### config.mk
export PLATFORM = sky130hd
export DESIGN_NAME = triplet_delta_rice_encoder_flat
export DESIGN_NICKNAME = d
export VERILOG_FILES = /design/src/tdre_pkg.sv /design/src/tdre_if.sv /design/src/tdre_front.sv /design/src/tdre_fifo.sv /design/src/tdre_back.sv /design/src/triplet_delta_rice_encoder.sv /design/src/flat_wrapper.sv
export SDC_FILE = /design/constraint.sdc
export NUM_CORES = 1
export LEC_CHECK = 0
export BUFFER_PORTS_ARGS = -buffer_cell sky130_fd_sc_hd__buf_4
export CORE_UTILIZATION = 40
export CTS_BUF_LIST = sky130_fd_sc_hd__clkbuf_4
export CTS_CLUSTER_DIAMETER = 30
export CTS_CLUSTER_SIZE = 10
export DETAILED_ROUTE_END_ITERATION = 10
export PLACE_DENSITY_LB_ADDON = 0.3
export SYNTH_ARGS = -nofsm -noshare
export SYNTH_HDL_FRONTEND = slang
export SYNTH_HIERARCHICAL = 1
export SYNTH_SLANG_ARGS = --single-unit
### constraint.sdc
create_clock -name clk -period 8.2 [get_ports clk]
set_input_delay 0.41 -clock clk [delete_from_list [all_inputs] [get_ports clk]]
set_output_delay 0.41 -clock clk [all_outputs]
set_load 0.02 [all_outputs]
### src/tdre_pkg.sv
// Package: constants and types shared by the triplet delta Rice encoder.
package tdre_pkg;

	localparam int AXIS_COUNT = 3;
	localparam int AXIS_W     = (AXIS_COUNT > 1) ? $clog2(AXIS_COUNT) : 1;

	localparam int CHUNK_BITS = 32;
	localparam int CHUNK_EFF  = (CHUNK_BITS > 32) ? 32 : CHUNK_BITS;
	localparam int CNT_W      = $clog2(CHUNK_EFF + 1);

	localparam int SAMPLE_W = 8;
	localparam int K_W      = 3;
	localparam int U_W      = SAMPLE_W + 1;  // zigzag value, up to 510
	localparam int TAIL_W   = 8;             // zero bit plus up to seven remainder bits
	localparam int TOTAL_W  = U_W + 1;       // codeword length, up to 511

	localparam int FIFO_DEPTH = 2;
	localparam int FIFO_AW    = (FIFO_DEPTH > 1) ? $clog2(FIFO_DEPTH) : 1;

	// One classified sample, handed from the front to the back.
	typedef struct packed {
		logic [TAIL_W-1:0]  tail;   // zero separator in bit 0, remainder above it
		logic [U_W-1:0]     ones;   // unary length q
		logic [TOTAL_W-1:0] total;  // codeword length q + 1 + k
	} entry_t;

endpackage

### src/tdre_if.sv
// Interfaces: sample input channel and code chunk output channel.
interface tdre_sample_if;
	logic                                   valid;
	logic                                   ready;
	logic signed [tdre_pkg::SAMPLE_W-1:0]   sample;
	logic                                   start_message;

	modport source (output valid, output sample, output start_message, input ready);
	modport sink (input valid, input sample, input start_message, output ready);
endinterface

interface tdre_chunk_if;
	logic                           valid;
	logic                           ready;
	logic [tdre_pkg::CHUNK_EFF-1:0] code_bits;
	logic [tdre_pkg::CNT_W-1:0]     bit_count;
	logic                           last_chunk;

	modport source (output valid, output code_bits, output bit_count, output last_chunk,
		input ready);
	modport sink (input valid, input code_bits, input bit_count, input last_chunk,
		output ready);
endinterface

### src/tdre_front.sv
// Front end: axis delta, zigzag map and Rice split of each sample.
module tdre_front (
	input  logic                          clk,
	input  logic                          arst_n,
	tdre_sample_if.sink                   samples,
	input  logic [tdre_pkg::K_W-1:0]      rice_k,
	output logic                          push,
	output tdre_pkg::entry_t              push_data,
	input  logic                          full
);

	logic signed [tdre_pkg::SAMPLE_W-1:0] base_q [tdre_pkg::AXIS_COUNT];
	logic [tdre_pkg::AXIS_W-1:0]          pos_q;

	logic [tdre_pkg::AXIS_W-1:0]          pos_cur;
	logic [tdre_pkg::AXIS_W-1:0]          pos_nxt;
	logic signed [tdre_pkg::SAMPLE_W-1:0] base;
	logic [tdre_pkg::U_W-1:0]             diff;
	logic [tdre_pkg::U_W:0]               two_d;
	logic [tdre_pkg::U_W-1:0]             u;
	logic [tdre_pkg::TAIL_W-1:0]          k_mask;
	logic [tdre_pkg::U_W-1:0]             q;

	assign samples.ready = !full;
	assign push          = samples.valid && !full;

	always_comb begin
		pos_cur = samples.start_message ? '0 : pos_q;
		pos_nxt = (pos_cur == tdre_pkg::AXIS_W'(tdre_pkg::AXIS_COUNT - 1)) ? '0
			: pos_cur + tdre_pkg::AXIS_W'(1);
		base    = samples.start_message ? '0 : base_q[pos_cur];
		diff    = {samples.sample[tdre_pkg::SAMPLE_W-1], samples.sample}
			- {base[tdre_pkg::SAMPLE_W-1], base};
		// zigzag: 2d for d >= 0, -2d-1 = ~(2d) otherwise
		two_d   = {diff, 1'b0};
		u       = diff[tdre_pkg::U_W-1] ? ~two_d[tdre_pkg::U_W-1:0] : two_d[tdre_pkg::U_W-1:0];
		k_mask  = (tdre_pkg::TAIL_W'(1) << rice_k) - tdre_pkg::TAIL_W'(1);
		q       = u >> rice_k;
		push_data.tail  = {u[tdre_pkg::TAIL_W-2:0] & k_mask[tdre_pkg::TAIL_W-2:0], 1'b0};
		push_data.ones  = q;
		push_data.total = {1'b0, q} + tdre_pkg::TOTAL_W'(1) + tdre_pkg::TOTAL_W'(rice_k);
	end

	always_ff @(posedge clk or negedge arst_n) begin
		if (!arst_n) begin
			pos_q <= '0;
			for (int i = 0; i < tdre_pkg::AXIS_COUNT; i++) base_q[i] <= '0;
		end else if (push) begin
			for (int i = 0; i < tdre_pkg::AXIS_COUNT; i++) begin
				if (samples.start_message) base_q[i] <= '0;
			end
			base_q[pos_cur] <= samples.sample;
			pos_q           <= pos_nxt;
		end
	end

endmodule

### src/tdre_fifo.sv
// Short queue of classified samples between front and back.
module tdre_fifo (
	input  logic             clk,
	input  logic             arst_n,
	input  logic             push,
	input  tdre_pkg::entry_t push_data,
	output logic             full,
	input  logic             pop,
	output tdre_pkg::entry_t pop_data,
	output logic             empty
);

	tdre_pkg::entry_t                mem [tdre_pkg::FIFO_DEPTH];
	logic [tdre_pkg::FIFO_AW-1:0]    wr_q;
	logic [tdre_pkg::FIFO_AW-1:0]    rd_q;
	logic [tdre_pkg::FIFO_AW:0]      cnt_q;

	assign full     = (cnt_q == (tdre_pkg::FIFO_AW+1)'(tdre_pkg::FIFO_DEPTH));
	assign empty    = (cnt_q == '0);
	assign pop_data = mem[rd_q];

	function automatic logic [tdre_pkg::FIFO_AW-1:0] ptr_inc(
		input logic [tdre_pkg::FIFO_AW-1:0] p);
		ptr_inc = (p == tdre_pkg::FIFO_AW'(tdre_pkg::FIFO_DEPTH - 1)) ? '0
			: p + tdre_pkg::FIFO_AW'(1);
	endfunction

	always_ff @(posedge clk) begin
		if (push && !full) mem[wr_q] <= push_data;
	end

	always_ff @(posedge clk or negedge arst_n) begin
		if (!arst_n) begin
			wr_q  <= '0;
			rd_q  <= '0;
			cnt_q <= '0;
		end else begin
			if (push && !full) wr_q <= ptr_inc(wr_q);
			if (pop && !empty) rd_q <= ptr_inc(rd_q);
			case ({push && !full, pop && !empty})
				2'b10:   cnt_q <= cnt_q + (tdre_pkg::FIFO_AW+1)'(1);
				2'b01:   cnt_q <= cnt_q - (tdre_pkg::FIFO_AW+1)'(1);
				default: cnt_q <= cnt_q;
			endcase
		end
	end

endmodule

### src/tdre_back.sv
// Back end: cuts each codeword into output chunks.
module tdre_back (
	input  logic             clk,
	input  logic             arst_n,
	input  tdre_pkg::entry_t pop_data,
	input  logic             empty,
	output logic             pop,
	tdre_chunk_if.source     chunks
);

	logic                             busy_q;
	tdre_pkg::entry_t                 cur_q;
	logic [tdre_pkg::TOTAL_W-1:0]     pos_q;
	logic                             ov_q;
	logic [tdre_pkg::CHUNK_EFF-1:0]   bits_q;
	logic [tdre_pkg::CNT_W-1:0]       cnt_q;
	logic                             last_q;

	logic                             step;
	logic [tdre_pkg::TOTAL_W-1:0]     rem;
	logic                             last;
	logic [tdre_pkg::CNT_W-1:0]       cnt;
	logic [tdre_pkg::TOTAL_W-1:0]     ones_ext;
	logic [tdre_pkg::TOTAL_W-1:0]     off;
	logic                             ahead;
	logic [tdre_pkg::CHUNK_EFF:0]     ones_mask;
	logic [tdre_pkg::CHUNK_EFF+tdre_pkg::TAIL_W-1:0] tail_wide;
	logic [tdre_pkg::CHUNK_EFF-1:0]   tail_bits;
	logic [tdre_pkg::CHUNK_EFF-1:0]   bits;

	assign pop  = !busy_q && !empty;
	assign step = busy_q && (!ov_q || chunks.ready);

	always_comb begin
		rem      = cur_q.total - pos_q;
		last     = (rem <= tdre_pkg::TOTAL_W'(tdre_pkg::CHUNK_EFF));
		cnt      = last ? rem[tdre_pkg::CNT_W-1:0] : tdre_pkg::CNT_W'(tdre_pkg::CHUNK_EFF);
		ones_ext = {1'b0, cur_q.ones};
		ahead    = (ones_ext >= pos_q);
		off      = ahead ? (ones_ext - pos_q) : (pos_q - ones_ext);
		// unary ones that fall in this chunk
		ones_mask = '0;
		if (ahead) begin
			if (off >= tdre_pkg::TOTAL_W'(tdre_pkg::CHUNK_EFF)) ones_mask = '1;
			else ones_mask = ((tdre_pkg::CHUNK_EFF+1)'(1) << off[tdre_pkg::CNT_W-1:0])
				- (tdre_pkg::CHUNK_EFF+1)'(1);
		end
		// separator and remainder bits, placed where the unary run ends
		tail_wide = '0;
		tail_bits = '0;
		if (ahead) begin
			if (off < tdre_pkg::TOTAL_W'(tdre_pkg::CHUNK_EFF)) begin
				tail_wide = (tdre_pkg::CHUNK_EFF+tdre_pkg::TAIL_W)'(cur_q.tail)
					<< off[tdre_pkg::CNT_W-1:0];
				tail_bits = tail_wide[tdre_pkg::CHUNK_EFF-1:0];
			end
		end else begin
			tail_bits = tdre_pkg::CHUNK_EFF'(cur_q.tail >> off[3:0]);
		end
		bits = ones_mask[tdre_pkg::CHUNK_EFF-1:0] | tail_bits;
	end

	always_ff @(posedge clk) begin
		if (pop) cur_q <= pop_data;
		if (step) begin
			bits_q <= bits;
			cnt_q  <= cnt;
			last_q <= last;
		end
	end

	always_ff @(posedge clk or negedge arst_n) begin
		if (!arst_n) begin
			busy_q <= 1'b0;
			pos_q  <= '0;
			ov_q   <= 1'b0;
		end else begin
			if (pop) begin
				busy_q <= 1'b1;
				pos_q  <= '0;
			end else if (step) begin
				pos_q <= pos_q + tdre_pkg::TOTAL_W'(tdre_pkg::CHUNK_EFF);
				if (last) busy_q <= 1'b0;
			end
			if (step) ov_q <= 1'b1;
			else if (chunks.ready) ov_q <= 1'b0;
		end
	end

	assign chunks.valid      = ov_q;
	assign chunks.code_bits  = bits_q;
	assign chunks.bit_count  = cnt_q;
	assign chunks.last_chunk = last_q;

endmodule

### src/triplet_delta_rice_encoder.sv
// Top level: triplet delta Rice encoder, front, queue and back.
//
//   channel   dir   handshake                  word
//   samples   in    samples.valid/ready        sample, start_message
//   chunks    out   chunks.valid/ready         code_bits, bit_count, last_chunk
//   cfg       in    cfg_we (no wait)           cfg_wdata -> rice_k
//
// The front classifies a sample in the cycle it is accepted and writes it straight
// into a two-entry queue. The back pulls a sample into its codeword register, then
// puts out one 32-bit chunk per cycle while chunks.ready allows: ceil((q+1+k)/32)
// chunks, so 1 to 16 per sample. Reset clears the axis baselines, axis position,
// rice_k and all valid flags. A stalled chunk holds in the output register while the
// front keeps accepting samples until the queue is full.
module triplet_delta_rice_encoder (
	input  logic                     clk,
	input  logic                     arst_n,
	tdre_sample_if.sink              samples,
	tdre_chunk_if.source             chunks,
	input  logic                     cfg_we,
	input  logic [tdre_pkg::K_W-1:0] cfg_wdata
);

	logic [tdre_pkg::K_W-1:0] rice_k_q;
	logic                     push;
	tdre_pkg::entry_t         push_data;
	logic                     full;
	logic                     pop;
	tdre_pkg::entry_t         pop_data;
	logic                     empty;

	// Hold rice_k; write it only while the block is idle.
	always_ff @(posedge clk or negedge arst_n) begin
		if (!arst_n) rice_k_q <= '0;
		else if (cfg_we) rice_k_q <= cfg_wdata;
	end

	// Classify each sample into unary length, tail and codeword length.
	tdre_front u_front (
		.clk       (clk),
		.arst_n    (arst_n),
		.samples   (samples),
		.rice_k    (rice_k_q),
		.push      (push),
		.push_data (push_data),
		.full      (full)
	);

	// Decouple the front from a stalled output.
	tdre_fifo u_fifo (
		.clk       (clk),
		.arst_n    (arst_n),
		.push      (push),
		.push_data (push_data),
		.full      (full),
		.pop       (pop),
		.pop_data  (pop_data),
		.empty     (empty)
	);

	// Cut the codeword into chunks and drive the output word.
	tdre_back u_back (
		.clk      (clk),
		.arst_n   (arst_n),
		.pop_data (pop_data),
		.empty    (empty),
		.pop      (pop),
		.chunks   (chunks)
	);

endmodule

### src/flat_wrapper.sv
// flat-port wrapper written by rule: the top's interface ports become plain ports
module triplet_delta_rice_encoder_flat 
  (clk, arst_n, cfg_we, cfg_wdata, samples_valid, samples_sample, samples_start_message, samples_ready, chunks_valid, chunks_code_bits, chunks_bit_count, chunks_last_chunk, chunks_ready);
  tdre_sample_if samples_i ();
  tdre_chunk_if chunks_i ();
  input  logic clk;
  input  logic arst_n;
  input  logic cfg_we;
  input  logic [tdre_pkg::K_W-1:0] cfg_wdata;
  input wire logic [$bits(samples_i.valid)-1:0] samples_valid;
  input wire logic [$bits(samples_i.sample)-1:0] samples_sample;
  input wire logic [$bits(samples_i.start_message)-1:0] samples_start_message;
  output wire logic [$bits(samples_i.ready)-1:0] samples_ready;
  output wire logic [$bits(chunks_i.valid)-1:0] chunks_valid;
  output wire logic [$bits(chunks_i.code_bits)-1:0] chunks_code_bits;
  output wire logic [$bits(chunks_i.bit_count)-1:0] chunks_bit_count;
  output wire logic [$bits(chunks_i.last_chunk)-1:0] chunks_last_chunk;
  input wire logic [$bits(chunks_i.ready)-1:0] chunks_ready;
  assign samples_i.valid = samples_valid;
  assign samples_i.sample = samples_sample;
  assign samples_i.start_message = samples_start_message;
  assign samples_ready = samples_i.ready;
  assign chunks_valid = chunks_i.valid;
  assign chunks_code_bits = chunks_i.code_bits;
  assign chunks_bit_count = chunks_i.bit_count;
  assign chunks_last_chunk = chunks_i.last_chunk;
  assign chunks_i.ready = chunks_ready;
  triplet_delta_rice_encoder u_core (.clk(clk), .arst_n(arst_n), .samples(samples_i), .chunks(chunks_i), .cfg_we(cfg_we), .cfg_wdata(cfg_wdata));
endmodule
==> impl_metrics.toml, run 1 <==
[setup_path]
crit_chain = "buf_4 -> inv_1 -> ha_1 -> a41oi_4 -> a2bb2oi_4 -> mux2i_2 -> nor2_4 -> nor2_1 -> nand2_1 -> ha_1 -> inv_1 -> o32ai_4 -> o221ai_2 -> or4_1 -> nand3_1 -> a41oi_1"
r2r_slack_ps = 2590
critPathRequiredTime_ps = 8490
path_class = "reg2reg"
critical_path.top_delay_family = "compound AO/OA/AOI/OAI gates"
crit_buf_inv = 3
rr_worst_depth = 16
reg2reg_to = "u_core/u_back/chunks.code_bits[26]"
critical_path.startpoint_type = "flop"
path_max_fanout = 36
slowest_stage = "a2bb2oi_4"
max_stage_delay_ps = 730
reg2reg_from = "u_core/u_back/cur_q[10]"
cp.arrival_ps = 5890
end_kind = "flop"

[cells_and_area]
finish.net_count = 1056
syn_to_final_growth_pct = 9.78
fill_cells = 2419
drive_gt1_share_pct = 18.6

[timing]
relSlewSlack_pct = 14.6
fmax_mhz = 178
final.period_utilization_pct = 68.4
finalHoldViolCount = 0
rsz0062_at_grt = "no"
tightest_slew_ps = 1270
finalSetupTns_ps = 0
setup-violations-final = 0
worst_clock_skew_ps = 28.6
finalMaxSlewViolations = 0
layout_setup_ws_ps = 2590
period_minus_slack_ps = 5610

[global_routing]
grt_max_degree = 45
grt_pass1_vias = 7312
grt_util_all_layers_pct = 18.5
grt_pass1_wl_um = 38300
use_met3_pct = 3.26
busiest_layer = "met2"
use_met2_pct = 31.1
grt_util_met1_pct = 23.4
antenna_found_initial = 1
grt-ovfl-total = 0

[yosys]
synthSimpleGateAreaFrac_pct = 14.2
syn_area_per_cell_um2 = 10.7
synth_edf_count = 120
synth-xor-area-share_pct = 5.04
synth_mux_area_share_pct = 10.3
synth-seq-cells = 160
synth-main-ff-cell = "edfxtp_1"
synth_area_um2 = 10400
ys_seq_area_share_pct = 44.4
synth-adder-area-share_pct = 4.13
async_reset_ff_share_pct = 25.0
synth_top_family_by_area = "compound AO/OA/AOI/OAI gates"
synthCells = 966
synth_compound_area_share_pct = 17.6
yosys_warnings = 6
yosysUniqueCellTypes = 95

[routing]
vias = 7622
via_per_inst = 5.65
route.detailed.drc = 0
wl_um = 23800
ant_nets = 0
drtPass1Iterations = 5
routedWlPerCell_um = 17.6
drtIter0Drc = 587

[clocking]
post-cts-setup-buffers = 0
clockRootBuffer = "clkbuf_4"
clk_path_buf_depth = 2
cts_made_buffers = 17
clock_latency_ps = 570
cts_sinks = 160
clk_pin_slew_worst_paths_ps = 140
cts_tree = "done"
htreeDepth = 4

[power]
ir_drop_v = 0.000202
leakagePower_nw = 4.32
p_per_area_nw_per_um2 = 454

[floorplan]
start_util_pct = 40.9
io_pins = 58
dieArea_um2 = 26600
core_area_um2 = 25300
die_x_um = 163
die_y_um = 163
row_count = 58

[placement]
dp_slack_ps = 2650
port_buffers = 57
gp_congestion = 0.933
dp_hpwl_um = 17100

[min_path]
hold_end = "u_core/rice_k_q[2]"
hold_depth = 2
hp-class = "in2reg"
worst_hold_startpoint = "cfg_wdata[2]"

[run]
cap_violations = 0

[run_status]
status = "complete, no violations"
[report_power, final]
part	switching, W	leakage (nW)	internal (W)
clock network	0.000315	0.179	0.000228
logic	0.00189	2.51	0.00123
registers	0.000182	1.63	0.00133
total	0.00238	4.32	0.00278
[synthesized netlist by cell type (all sizes together), types with 19 or more instances]
master | count | share of area, %
nand2 | 82 | 3.0
clkbuf | 35 | 1.3
buf | 19 | 1.5
inv | 36 | 1.3
nor2 | 74 | 2.8
xnor2 | 34 | 2.9
dfrtp | 40 | 9.7
a21oi | 59 | 2.8
o21ai | 42 | 2.1
mux2i | 27 | 2.8
edfxtp | 120 | 35
nand2b | 19 | 1.1
mux2 | 41 | 5.1
xor2 | 24 | 2.1
ha | 31 | 3.7
a31oi | 21 | 1.3
[state kept, by name, indices dropped and copies added, names as in the netlist]
signal / flops
u_core/rice_k_q: 3
u_core/u_back/busy_q: 1
u_core/u_back/chunks.bit_count: 6
u_core/u_back/chunks.code_bits: 32
u_core/u_back/chunks.last_chunk: 1
u_core/u_back/chunks.valid: 1
u_core/u_back/cur_q: 27
u_core/u_back/pos_q: 5
u_core/u_fifo/cnt_q: 2
u_core/u_fifo/mem: 54
u_core/u_fifo/rd_q: 1
u_core/u_fifo/wr_q: 1
u_core/u_front/base_q: 24
u_core/u_front/pos_q: 2
[what timing repair did]
action                    CTS  global route
gates resized for setup     0             0
hold endpoints to repair   40             0
hold buffers                1             0
[metrics by stage]
stage / hold slack, ps / instances / util [%] / power [W] / cell area, um^2
final: 64.7 / 1350 / 44.9 / 0.00517 / 11400
after global routing: 8.57 / 1350 / 44.9 / 0.00553 / 11400
after CTS: 9.65 / 1349 / 44.9 / 0.00518 / 11400
after detailed placement: 428 / 1316 / 43.6 / 0.00462 / 11000
after global placement: 430 / 1316 / 43.6 / 0.00459 / 11000
after floorplan: 114 / 968 / - / 0.00384 / 10400
[how the worst max path moves through the flow]
stage / from / to / slack [ps] / cells past startpoint
final: u_core/u_back/cur_q[10] / u_core/u_back/chunks.code_bits[26] / 2590 / 16
after global routing: u_core/u_back/cur_q[10] / u_core/u_back/chunks.code_bits[26] / 2160 / 16
after CTS: u_core/u_back/cur_q[10] / u_core/u_back/chunks.code_bits[26] / 2620 / 16
after detailed placement: u_core/u_back/cur_q[10] / u_core/u_back/chunks.code_bits[26] / 2650 / 16
after global placement: u_core/u_back/cur_q[10] / u_core/u_back/chunks.code_bits[26] / 2740 / 16
after floorplan: u_core/u_front/pos_q[1] / u_core/u_fifo/mem[0][8] / 3390 / 19
[final cells by class]
type,instances,area (um^2),area share (%)
clock buffers,18,135,1.19
repair buffers,73,551,4.84
clock inverters,14,191,1.68
well taps,330,413,3.63
inverters,37,139,1.22
flip-flops and latches,160,4600,40.5
diodes,1,2.50,0.0220
multi-input cells,717,5350,47.0
[logic make-up (layout without fill, tap and decap cells)]
| family | after synthesis | in the layout |
|---|---|---|
| adder cells (fa/ha/maj) | 33 | 33 |
| flip-flops | 160 | 160 |
| multiplexers | 79 | 79 |
| AO/OA/AOI/OAI | 252 | 252 |
| AND/OR/NAND/NOR | 290 | 290 |
| XOR/XNOR | 58 | 58 |
| other | 3 | 6 |
| buffers and inverters | 91 | 142 |
[per-layer routing]
layer	share of wire, %	vias up
met3	4.4	45
li1	-	3690
met5	0	-
met2	50	216
met4	2.6	0
met1	43	3671
[placed cells by master, fill, tap and decap left out, types with 31 or more instances in the layout]
cell type / synthesis / routed
a21oi_1: 59 / 59
buf_4: 1 / 72
dfrtp_1: 40 / 40
edfxtp_1: 120 / 120
ha_1: 31 / 31
inv_1: 35 / 34
nand2_1: 82 / 82
nor2_1: 71 / 69
o21ai_0: 38 / 38
xnor2_1: 33 / 33
Power figures use the tool's default switching activity.
==> run 2: changes to the inputs <==
Clock period 8.2 ns to 4.53 ns, I/O delays scaled along.
==> run 2 against run 1 <==
Against the previous run: fmax increased by 30%; clock power is 90% higher; clock skew grew 3.0 ps; power up 91%; critical endpoint is now u_core/u_fifo/mem[1][8]; critical path type unchanged.
==> impl_metrics.toml, run 2 (synthesized netlist as in run 1, its figures left out) <==
[clocking]
cts_made_buffers = 17
clockRootBuffer = "clkbuf_4"
clock_latency_ps = 560
clk_pin_slew_worst_paths_ps = 170
clk_path_buf_depth = 2
cts_sinks = 160
cts_tree = "done"
htreeDepth = 4

[setup_path]
crit_chain = "buf_4 -> mux2i_1 -> o22ai_1 -> nand2b_1 -> ha_1 -> a21o_4 -> or3_1 -> o2111a_1 -> a221o_1 -> xor2_2 -> a21oi_1 -> a21oi_2 -> fa_2 -> a21oi_2 -> or3_4 -> nor4_4 -> xnor2_1"
critical_path.startpoint_type = "flop"
slowest_stage = "dfrtp_2"
path_max_fanout = 10
crit_buf_inv = 1
cp.arrival_ps = 4610
critical_path.top_delay_family = "compound AO/OA/AOI/OAI gates"
crit_top_cell = "a21oi_2"
critPathRequiredTime_ps = 4840
path_class = "reg2reg"
critical_path_depth = 17
rr_worst_depth = 17
end_kind = "flop"
max_stage_delay_ps = 470

[timing]
fmax_mhz = 232
layout_setup_ws_ps = 224
tightest_slew_ps = 1010
final.period_utilization_pct = 95.0
finalHoldViolCount = 0
period_minus_slack_ps = 4310
relSlewSlack_pct = 32.8
finalMaxSlewViolations = 0
setup-violations-final = 0
worst_clock_skew_ps = 31.5

[routing]
drtIter0Drc = 623
ant_nets = 0
vias = 8027
via_per_inst = 5.70
drtPass1Iterations = 6
wl_um = 24600
route.detailed.drc = 0
routedWlPerCell_um = 17.4

[floorplan]
die_y_um = 163
start_util_pct = 40.9
core_area_um2 = 25300
die_x_um = 163
io_pins = 58
row_count = 58
dieArea_um2 = 26600

[cells_and_area]
max_flop_register = "u_core/u_fifo/mem"
finish.net_count = 1115
final_common_cell = "edfxtp_1"
syn_to_final_growth_pct = 15.8
mostFrequentLayoutCells = "edfxtp_1, buf_4, nand2_1, nor2_1, a21oi_1"
drive_gt1_share_pct = 23.8
largest_reg_flops = 54

[placement]
port_buffers = 57
gp_congestion = 0.920
dp_slack_ps = 30.1
dp_hpwl_um = 17500

[global_routing]
grt_pass1_vias = 7657
grt_util_all_layers_pct = 18.7
grt_pass1_wl_um = 39100
grt-ovfl-total = 0
grt_max_degree = 41
antenna_found_initial = 1

[run]
cap_violations = 0

[min_path]
hp-class = "in2async"

[power]
ir_drop_v = 0.000397
leakagePower_nw = 4.62
p_per_area_nw_per_um2 = 821
power.total_w = 0.00985

[run_status]
status = "complete, no violations"
## run 2: final cells by class
| class | count | area, um^2 |
|---|---|---|
| Fill cell | 2342 | 13300 |
| Sequential cell | 160 | 4610 |
| Clock inverter | 15 | 221 |
| Timing Repair Buffer | 131 | 1040 |
| Antenna cell | 1 | 2.50 |
| Inverter | 37 | 139 |
| Clock buffer | 17 | 128 |
| Tap cell | 330 | 413 |
| Multi-Input combinational cell | 718 | 5460 |
## run 2: path summary, 6_finish.rpt
path | startpoint | endpoint | slack [ps]
worst max-delay path | u_core/u_front/pos_q[1] | u_core/u_fifo/mem[1][8] | 220
worst min-delay path | arst_n | u_core/u_front/base_q[19] | 160
worst max register to register | u_core/u_front/pos_q[1] | u_core/u_fifo/mem[1][8] | 220
worst min register to register | u_core/u_fifo/cnt_q[1] | u_core/u_fifo/cnt_q[1] | 510
max in group asynchronous | arst_n | u_core/u_front/pos_q[0] | 3980
min in group clk | samples_start_message | u_core/u_front/pos_q[1] | 160
## run 2: per-stage QoR
step	hold slack (ps)	util (%)	std cells	TNS, ps	area (um^2)
global placement	242	44.7	1352	0	11300
finish	156	47.4	1409	0	12000
CTS	115	46.8	1401	0	11800
detailed placement	244	44.7	1352	0	11300
floorplan	-69.1	-	968	0	10400
global route	122	47.4	1409	-22.9	12000
## run 2: power breakdown
| part | internal (W) | total (W) | switching, W | leakage (nW) |
|---|---|---|---|---|
| combinational | 0.00253 | 0.00616 | 0.00363 | 2.80 |
| sequential | 0.00241 | 0.00267 | 0.000258 | 1.63 |
| clock | 0.000460 | 0.00103 | 0.000566 | 0.191 |
## run 2: per-layer routing
layer	part of all wire [%]	vias to the layer above	global-route usage [%]	wire, um
met1	42	3861	23.9	10400
met2	49	294	31.5	12100
met4	2.9	0	7.52	714
met5	0	-	0	0
li1	-	3817	-	-
met3	5.5	55	3.03	1340
## run 2: repair_timing
action | CTS | global route
hold buffers | 17 | 0
gates resized for setup | 0 | 28
endpoints found under the hold margin | 69 | 0
setup endpoints to repair | 0 | 16
buffers inserted | 0 | 6
